[src/pbfc_pkg.sv]
// Package of the padded block formatter: constants, control types and the checksum step.
package pbfc_pkg;

  localparam int MAX_BLOCK_DEF = 256;
  localparam int SIZE_RESET    = 128;
  localparam int SIZE_MIN      = 8;
  localparam int HDR_LEN       = 5;

  localparam logic [7:0] PAD_BYTE   = 8'h55;
  localparam logic [7:0] FMT_PADDED = 8'h03;
  localparam logic [7:0] FMT_PLAIN  = 8'h02;

  localparam logic [1:0] STAT_OK       = 2'd0;
  localparam logic [1:0] STAT_OVERFLOW = 2'd1;
  localparam logic [1:0] STAT_EMPTY    = 2'd2;

  typedef enum logic [1:0] {
    S_IDLE,
    S_READ,
    S_PAD
  } state_t;

  typedef struct packed {
    logic do_push;
    logic do_read;
    logic do_pad;
  } cmd_t;

  typedef struct packed {
    logic pad_start;
    logic pad_last;
  } sts_t;

  // One checksum step: rotate left by one, then add the byte, modulo 2^16.
  function automatic logic [15:0] fold(input logic [15:0] s, input logic [7:0] b);
    return {s[14:0], s[15]} + {8'h00, b};
  endfunction

endpackage

[src/pbfc_ctrl.sv]
// Controller state machine of the padded block formatter.
module pbfc_ctrl (
  input  logic           clk,
  input  logic           rst,
  input  logic           start,
  input  logic           req_type,
  input  pbfc_pkg::sts_t sts,
  output pbfc_pkg::cmd_t cmd,
  output logic           busy
);
  import pbfc_pkg::*;

  state_t state;
  state_t state_next;

  always_ff @(posedge clk) begin
    if (rst) begin
      state <= S_IDLE;
    end else begin
      state <= state_next;
    end
  end

  always_comb begin
    state_next = state;
    unique case (state)
      S_IDLE: begin
        if (start && req_type) begin
          state_next = S_READ;
        end else if (start && sts.pad_start) begin
          state_next = S_PAD;
        end
      end
      S_READ: begin
        state_next = S_IDLE;
      end
      S_PAD: begin
        if (sts.pad_last) begin
          state_next = S_IDLE;
        end
      end
      default: begin
        state_next = S_IDLE;
      end
    endcase
  end

  always_comb begin
    cmd  = '0;
    busy = 1'b1;
    unique case (state)
      S_IDLE: begin
        busy        = 1'b0;
        cmd.do_push = start && !req_type;
      end
      S_READ: begin
        cmd.do_read = 1'b1;
      end
      S_PAD: begin
        cmd.do_pad = 1'b1;
      end
      default: begin
        busy = 1'b1;
      end
    endcase
  end

endmodule

[src/pbfc_dp.sv]
// Datapath of the padded block formatter: payload memory, counters, checksum and result registers.
module pbfc_dp #(
  parameter int MAX_BLOCK = pbfc_pkg::MAX_BLOCK_DEF
) (
  input  logic           clk,
  input  logic           rst,
  input  pbfc_pkg::cmd_t cmd,
  output pbfc_pkg::sts_t sts,
  input  logic           cfg_wr,
  input  logic [8:0]     cfg_data,
  input  logic [7:0]     data_byte,
  input  logic           data_last,
  output logic           done,
  output logic [7:0]     out_byte,
  output logic           block_end,
  output logic [1:0]     status
);
  import pbfc_pkg::*;

  localparam int SW = $clog2(MAX_BLOCK + 1);
  localparam int AW = $clog2(MAX_BLOCK);
  localparam int SIZE_RST = (SIZE_RESET > MAX_BLOCK) ? MAX_BLOCK : SIZE_RESET;

  logic [7:0]    mem [MAX_BLOCK];
  logic [7:0]    rd_data;

  logic [SW-1:0] size;
  logic [SW-1:0] count;
  logic [SW-1:0] rdpos;
  logic [SW-1:0] pad_left;
  logic [15:0]   sum;
  logic          ready;
  logic          ovf;

  logic [SW-1:0] cap;
  logic [SW-1:0] pad_cur;
  logic [SW-1:0] base_cnt;
  logic [15:0]   base_sum;
  logic          ovf_now;
  logic [SW-1:0] cnt_push;
  logic [15:0]   sum_push;
  logic [SW-1:0] pad_push;
  logic [SW-1:0] rd_off;
  logic [AW-1:0] rd_addr;
  logic [31:0]   size_div;
  logic [31:0]   pad_ext;
  logic          at_end;
  logic [7:0]    rd_byte;
  logic [31:0]   cfg_ext;

  assign cap      = size - SW'(HDR_LEN);
  assign pad_cur  = cap - count;
  assign pad_ext  = 32'(pad_cur);
  assign size_div = 32'(size) >> 3;
  assign cfg_ext  = 32'(cfg_data);

  // A push onto a finished block starts a fresh message.
  assign base_cnt = ready ? '0 : count;
  assign base_sum = ready ? 16'h0000 : sum;
  assign ovf_now  = (!ready && ovf) || (base_cnt >= cap);
  assign cnt_push = ovf_now ? base_cnt : base_cnt + SW'(1);
  assign sum_push = ovf_now ? base_sum : fold(base_sum, data_byte);
  assign pad_push = cap - cnt_push;

  assign sts.pad_start = data_last && !ovf_now && (pad_push != '0);
  assign sts.pad_last  = (pad_left == SW'(1));

  assign rd_off  = rdpos - SW'(HDR_LEN);
  assign rd_addr = rd_off[AW-1:0];
  assign at_end  = (rdpos == size - SW'(1));

  always_ff @(posedge clk) begin
    if (cmd.do_push && !ovf_now) begin
      mem[base_cnt[AW-1:0]] <= data_byte;
    end
    rd_data <= mem[rd_addr];
  end

  always_comb begin
    if (rdpos == SW'(0)) begin
      rd_byte = (pad_cur != '0) ? FMT_PADDED : FMT_PLAIN;
    end else if (rdpos == SW'(1)) begin
      rd_byte = 8'h00;
    end else if (rdpos == SW'(2)) begin
      rd_byte = size_div[7:0];
    end else if (rdpos == SW'(3)) begin
      rd_byte = sum[15:8];
    end else if (rdpos == SW'(4)) begin
      rd_byte = sum[7:0];
    end else if (rd_off < count) begin
      rd_byte = rd_data;
    end else if (at_end) begin
      rd_byte = pad_ext[7:0];
    end else begin
      rd_byte = PAD_BYTE;
    end
  end

  always_ff @(posedge clk) begin
    if (rst) begin
      size  <= SW'(SIZE_RST);
      count <= '0;
      sum   <= 16'h0000;
      rdpos <= '0;
      ready <= 1'b0;
      ovf   <= 1'b0;
      done  <= 1'b0;
    end else begin
      done <= cmd.do_push || cmd.do_read;
      if (cfg_wr) begin
        if (cfg_ext < 32'(SIZE_MIN)) begin
          size <= SW'(SIZE_MIN);
        end else if (cfg_ext > 32'(MAX_BLOCK)) begin
          size <= SW'(MAX_BLOCK);
        end else begin
          size <= cfg_ext[SW-1:0];
        end
        count <= '0;
        sum   <= 16'h0000;
        rdpos <= '0;
        ready <= 1'b0;
        ovf   <= 1'b0;
      end else if (cmd.do_push) begin
        rdpos <= '0;
        if (data_last && ovf_now) begin
          count <= '0;
          sum   <= 16'h0000;
          ready <= 1'b0;
          ovf   <= 1'b0;
        end else begin
          count <= cnt_push;
          sum   <= sum_push;
          ready <= data_last;
          ovf   <= ovf_now;
        end
      end else if (cmd.do_pad) begin
        // The final pad byte carries the pad count instead of the fill pattern.
        sum <= fold(sum, sts.pad_last ? pad_ext[7:0] : PAD_BYTE);
      end else if (cmd.do_read && ready) begin
        if (at_end) begin
          count <= '0;
          sum   <= 16'h0000;
          rdpos <= '0;
          ready <= 1'b0;
          ovf   <= 1'b0;
        end else begin
          rdpos <= rdpos + SW'(1);
        end
      end
    end
  end

  always_ff @(posedge clk) begin
    if (cmd.do_push) begin
      pad_left <= pad_push;
    end else if (cmd.do_pad) begin
      pad_left <= pad_left - SW'(1);
    end
  end

  always_ff @(posedge clk) begin
    if (cmd.do_push) begin
      out_byte  <= 8'h00;
      block_end <= 1'b0;
      status    <= ovf_now ? STAT_OVERFLOW : STAT_OK;
    end else if (cmd.do_read) begin
      if (ready) begin
        out_byte  <= rd_byte;
        block_end <= at_end;
        status    <= STAT_OK;
      end else begin
        out_byte  <= 8'h00;
        block_end <= 1'b0;
        status    <= STAT_EMPTY;
      end
    end
  end

endmodule

[src/padded_block_formatter_checksum.sv]
// Top level of the padded block formatter with rotate-add checksum.
// A push (req_type 0) answers in the cycle after its transfer; busy stays low for it unless
// it closes a message that needs padding, in which case busy stays high while the checksum
// unit folds the pad bytes, one pad byte a cycle. A pull (req_type 1) answers after the
// S_READ state and the done register, and start is taken again in the cycle after the read.
// Each result shows on out_byte, block_end and status for exactly one cycle while done is
// high; the receiver cannot stall it. Writing block_size discards any message or block in
// progress.
module padded_block_formatter_checksum #(
  parameter int MAX_BLOCK = pbfc_pkg::MAX_BLOCK_DEF
) (
  input  logic       clk,
  input  logic       rst,
  input  logic       start,
  output logic       busy,
  input  logic       req_type,
  input  logic [7:0] data_byte,
  input  logic       data_last,
  input  logic       block_size_wr,
  input  logic [8:0] block_size,
  output logic       done,
  output logic [7:0] out_byte,
  output logic       block_end,
  output logic [1:0] status
);
  import pbfc_pkg::*;

  cmd_t cmd;
  sts_t sts;

  pbfc_ctrl u_ctrl (
    .clk      (clk),
    .rst      (rst),
    .start    (start),
    .req_type (req_type),
    .sts      (sts),
    .cmd      (cmd),
    .busy     (busy)
  );

  pbfc_dp #(
    .MAX_BLOCK (MAX_BLOCK)
  ) u_dp (
    .clk       (clk),
    .rst       (rst),
    .cmd       (cmd),
    .sts       (sts),
    .cfg_wr    (block_size_wr),
    .cfg_data  (block_size),
    .data_byte (data_byte),
    .data_last (data_last),
    .done      (done),
    .out_byte  (out_byte),
    .block_end (block_end),
    .status    (status)
  );

endmodule

[config.mk]
export PLATFORM = sky130hd
export DESIGN_NAME = padded_block_formatter_checksum
export DESIGN_NICKNAME = d
export VERILOG_FILES = /design/src/pbfc_pkg.sv /design/src/pbfc_ctrl.sv /design/src/pbfc_dp.sv /design/src/padded_block_formatter_checksum.sv
export SDC_FILE = /design/constraint.sdc
export NUM_CORES = 2
export LEC_CHECK = 0
export ABC_CLOCK_PERIOD_IN_PS = 10300
export BUFFER_PORTS_ARGS = -buffer_cell sky130_fd_sc_hd__buf_2
export CORE_ASPECT_RATIO = 1.1
export CORE_UTILIZATION = 55
export DETAILED_ROUTE_END_ITERATION = 6
export GPL_ROUTABILITY_DRIVEN = 0
export PLACE_DENSITY = 0.73
export SLEW_MARGIN = 10
export SYNTH_ARGS = -nofsm -noshare
export SYNTH_HDL_FRONTEND = slang
export SYNTH_SLANG_ARGS = --single-unit
[constraint.sdc]
create_clock -name clk -period 10.3 [get_ports clk]
set_clock_uncertainty 0.15 [all_clocks]
set_input_delay 0 -clock clk [delete_from_list [all_inputs] [get_ports clk]]
set_output_delay 0 -clock clk [all_outputs]
set_load 0.01 [all_outputs]
==> flow_summary.yaml <==
detailed_routing:
  dr.pass1.iters: 6
  via_count: 47200
  drc: 0
  routed_via_density: 6.59
  drt_wl_total_um: 218000
  drtAntennaViolNets: 0
  detail_route.wl_per_cell_um: 30.5
  first_iter_violations: 6353
sta:
  max-slew-margin-rel_pct: 13.0
  worstMarginPinSlew_ps: 1300
  final-setup-viol-count: 0
  min_period_ps: 7230
  tns_ps: 0
  hold_violations: 0
  period_share_pct: 70.2
  slew_viol_final: 0
  timing.fmax_ghz: 0.138
  rsz0062_at_grt: "no"
placement:
  dpl_cell_area_um2: 88700
  hpwl_um: 128000
  io_buffers: 35
logic_synthesis:
  syn_inst: 4864
  synth-simple-area-share_pct: 6.74
  synth_edf_count: 2059
  ys_ff_latch: 2124
  yosysWarnings: 0
  synth_top_flop_cell: "edfxtp_1"
  async_reset_ff_share_pct: 0
  synth_xor_area_share_pct: 0.843
  synth_top_family_by_area: "multiplexers"
  muxShareOfSynthArea_pct: 13.9
  synthAdderAreaFrac_pct: 0.933
  syn_area_um2: 86400
  syn_avg_cell_area_um2: 17.8
  syn_nets: 4949
  synth_compound_area_share_pct: 2.81
  seq_area_frac_synth_pct: 73.1
  synth.distinct_cells: 86
cts:
  clk_latency_ps: 850
  clk_pin_slew_worst_paths_ps: 70
  cts_made_buffers: 193
  clock_path_buffers: 3
  cts_tree: "done"
  cts-htree-levels: 4
  ctsResizeCount: 0
  cts.sinks: 2124
  root_buffer: "clkbuf_16"
hold_path:
  hold_class: "in2reg"
global_route:
  grt_pass1_vias: 46200
  antenna_found_initial: 7
  grt_max_degree: 161
  grt_first_pass_wirelength_um: 318000
  track_usage_pct: 27.6
  grt_overflow: 0
pwr:
  cellLeakagePower_nw: 29.8
  pwr-share-seq_pct: 54.9
  sw_frac_of_total_pct: 20.4
  peakVddDrop_uv: 196
  clockPowerShare_pct: 42.9
  p_sw_mw: 3.52
  p_per_area_nw_per_um2: 180
  p_comb_share_pct: 2.1
  p_int_mw: 13.7
die:
  die_y_um: 418
  io_pins: 36
  dieArea_um2: 159000
  core_um2: 156000
  std_cell_rows: 152
  die_x_um: 380
  start_util_pct: 55.4
critical_path:
  critPathBufInv: 2
  crit_fanout: 27
  worst_ep_required_time_ps: 10620
  worst_setup_path_end_kind: "flop"
  arrival_ps: 7560
  critical-path-top-delay-family: "simple AND/OR/NAND/NOR gates"
  startpoint_type: "flop"
  path_class: "reg2reg"
  crit_path_frequent_cell: "ha_1"
  worst_path_max_delay_cell: "nand3_2"
  path_cells: "inv_1 > ha_1 > nor2b_1 > nor3_1 > xnor2_1 > ha_1 > nand2b_1 > a211oi_1 > nor4_2 > o31ai_4 > or2_1 > buf_4 > nor2_2 > nand3_2 > nor2_1"
  max_stage_delay_ps: 1280
final_layout:
  area_growth_pct: 11.0
  final_area_um2: 95900
  nets: 4999
  drive_gt1_share_pct: 19.2
  fillers: 10700
run:
  drv_cap: 0
run_status:
  status: "finished clean"
stage by stage:
stage	util [%]	hold WS (ps)	setup slack, ps	power (mW)	std cells
after floorplan	-	-51.1	5040	9.80	4864
after global placement	56.9	125	3450	10.0	6740
after detailed placement	56.9	148	3290	10.0	6740
after CTS	61.5	7.02	3260	17.3	7154
after global routing	61.5	26.4	2760	17.7	7155
final	61.5	33.9	3070	17.3	7159
synth_stat cells, drive strengths merged, types with 4 or more instances:
cell    number  area, um2
o21bai       4       30.0
a21oi       56        295
xor2        24        210
nand2      611       2300
ha          58        726
a21boi       5       37.5
clkbuf     183        687
inv         58        218
xnor2       49        448
a21o        11       82.6
o21a         7       52.6
a22o         5       43.8
nand3      179        921
o22ai        4       25.0
or3         11       73.8
nor3        23        120
and3        75        474
a22oi        6       45.0
o31ai        7       66.3
o211ai       4       35.0
edfxtp    2059      61800
nor4        11       75.1
nor2       362       1370
o21ai       59        295
nor2b       24        150
dfxtp       65       1300
a31oi       86        538
nand2b      14       87.6
a311oi      70        613
or2          5       31.3
or4          6       48.8
and2         5       31.3
clkinv       4       15.0
mux2i       13        130
buf        121        536
mux4       528      11900
nand4        7       43.8
fa           4       80.1
a211oi       7       52.6
final cells by class:
cell class | count | area (um2) | share of cell area (%)
Sequential cell | 2124 | 63100 | 65.8
Inverter | 62 | 243 | 0.253
Tap cell | 2079 | 2600 | 2.71
Timing Repair Buffer | 159 | 1430 | 1.49
Antenna cell | 5 | 12.5 | 0.0130
Clock inverter | 136 | 1540 | 1.61
Clock buffer | 220 | 5040 | 5.25
Multi-Input combinational cell | 2374 | 21900 | 22.9
cells by family after synthesis:
kind of cell    Yosys count
compound gates          351
xor+xnor                 76
fa+ha+maj                62
buf+inv                 366
flops                  2124
mux                     542
simple gates           1343
power by group through the flow:
| stage | Clock (mW) | Combinational [mW] | Sequential [mW] |
|---|---|---|---|
| after floorplan | 0 | 0.128 | 9.67 |
| after global placement | 0 | 0.342 | 9.67 |
| after detailed placement | 0 | 0.347 | 9.67 |
| after CTS | 7.47 | 0.369 | 9.49 |
| after global routing | 7.78 | 0.393 | 9.48 |
| final | 7.41 | 0.371 | 9.49 |
path summary, 6_finish.rpt:
path	start	endpoint	slack [ps]	cells past startpoint
hold / removal	data_byte[5]	u_dp.mem[153][5]	30	2
hold reg to reg	u_dp.block_end	u_dp.block_end	320	2
setup / recovery	u_dp.size[0]	u_dp.mem[203][4]	3070	15
setup reg to reg	u_dp.size[0]	u_dp.mem[203][4]	3070	15
cell usage in the layout, fill, tap and decap left out, drive strengths merged, types with 13 or more instances in the layout:
cell / netlist / routed
a21oi: 56 / 56
a311oi: 70 / 70
a31oi: 86 / 86
and3: 75 / 75
buf: 121 / 102
bufinv: 0 / 25
clkbuf: 183 / 220
clkinv: 4 / 87
dfxtp: 65 / 65
dlygate4sd3: 0 / 57
edfxtp: 2059 / 2059
ha: 58 / 58
inv: 58 / 75
mux2i: 13 / 13
mux4: 528 / 528
nand2: 611 / 611
nand2b: 14 / 14
nand3: 179 / 179
nor2: 362 / 362
nor2b: 24 / 24
nor3: 23 / 23
o21ai: 59 / 59
xnor2: 49 / 49
xor2: 24 / 24
routing by layer:
layer  global-route usage [%]  wire length (um)  up-vias  share of wire, %
li1                         -                 -    19300                 -
met1                     37.9             81400    24300                37
met2                     43.3            104000     3081                48
met3                     5.80             22800      475                10
met4                     12.0              9920        2               4.5
met5                        0                13        -            0.0060
timing repair:
item / CTS / global route
hold endpoints to repair: 1261 / 0
endpoints found under the setup margin: 0 / 0
buffers inserted: 0 / 0
hold buffers: 58 / 0
state kept, by name (all words and copies together), names as in the netlist:
signal and flops:
u_ctrl.state 2, u_dp.block_end 1, u_dp.count 9, u_dp.done 1, u_dp.mem 2048, u_dp.out_byte 8, u_dp.ovf 1, u_dp.pad_left 9
u_dp.rd_data 8, u_dp.rdpos 9, u_dp.ready 1, u_dp.size 9, u_dp.status 2, u_dp.sum 16
(Power assumes the default switching activity.)
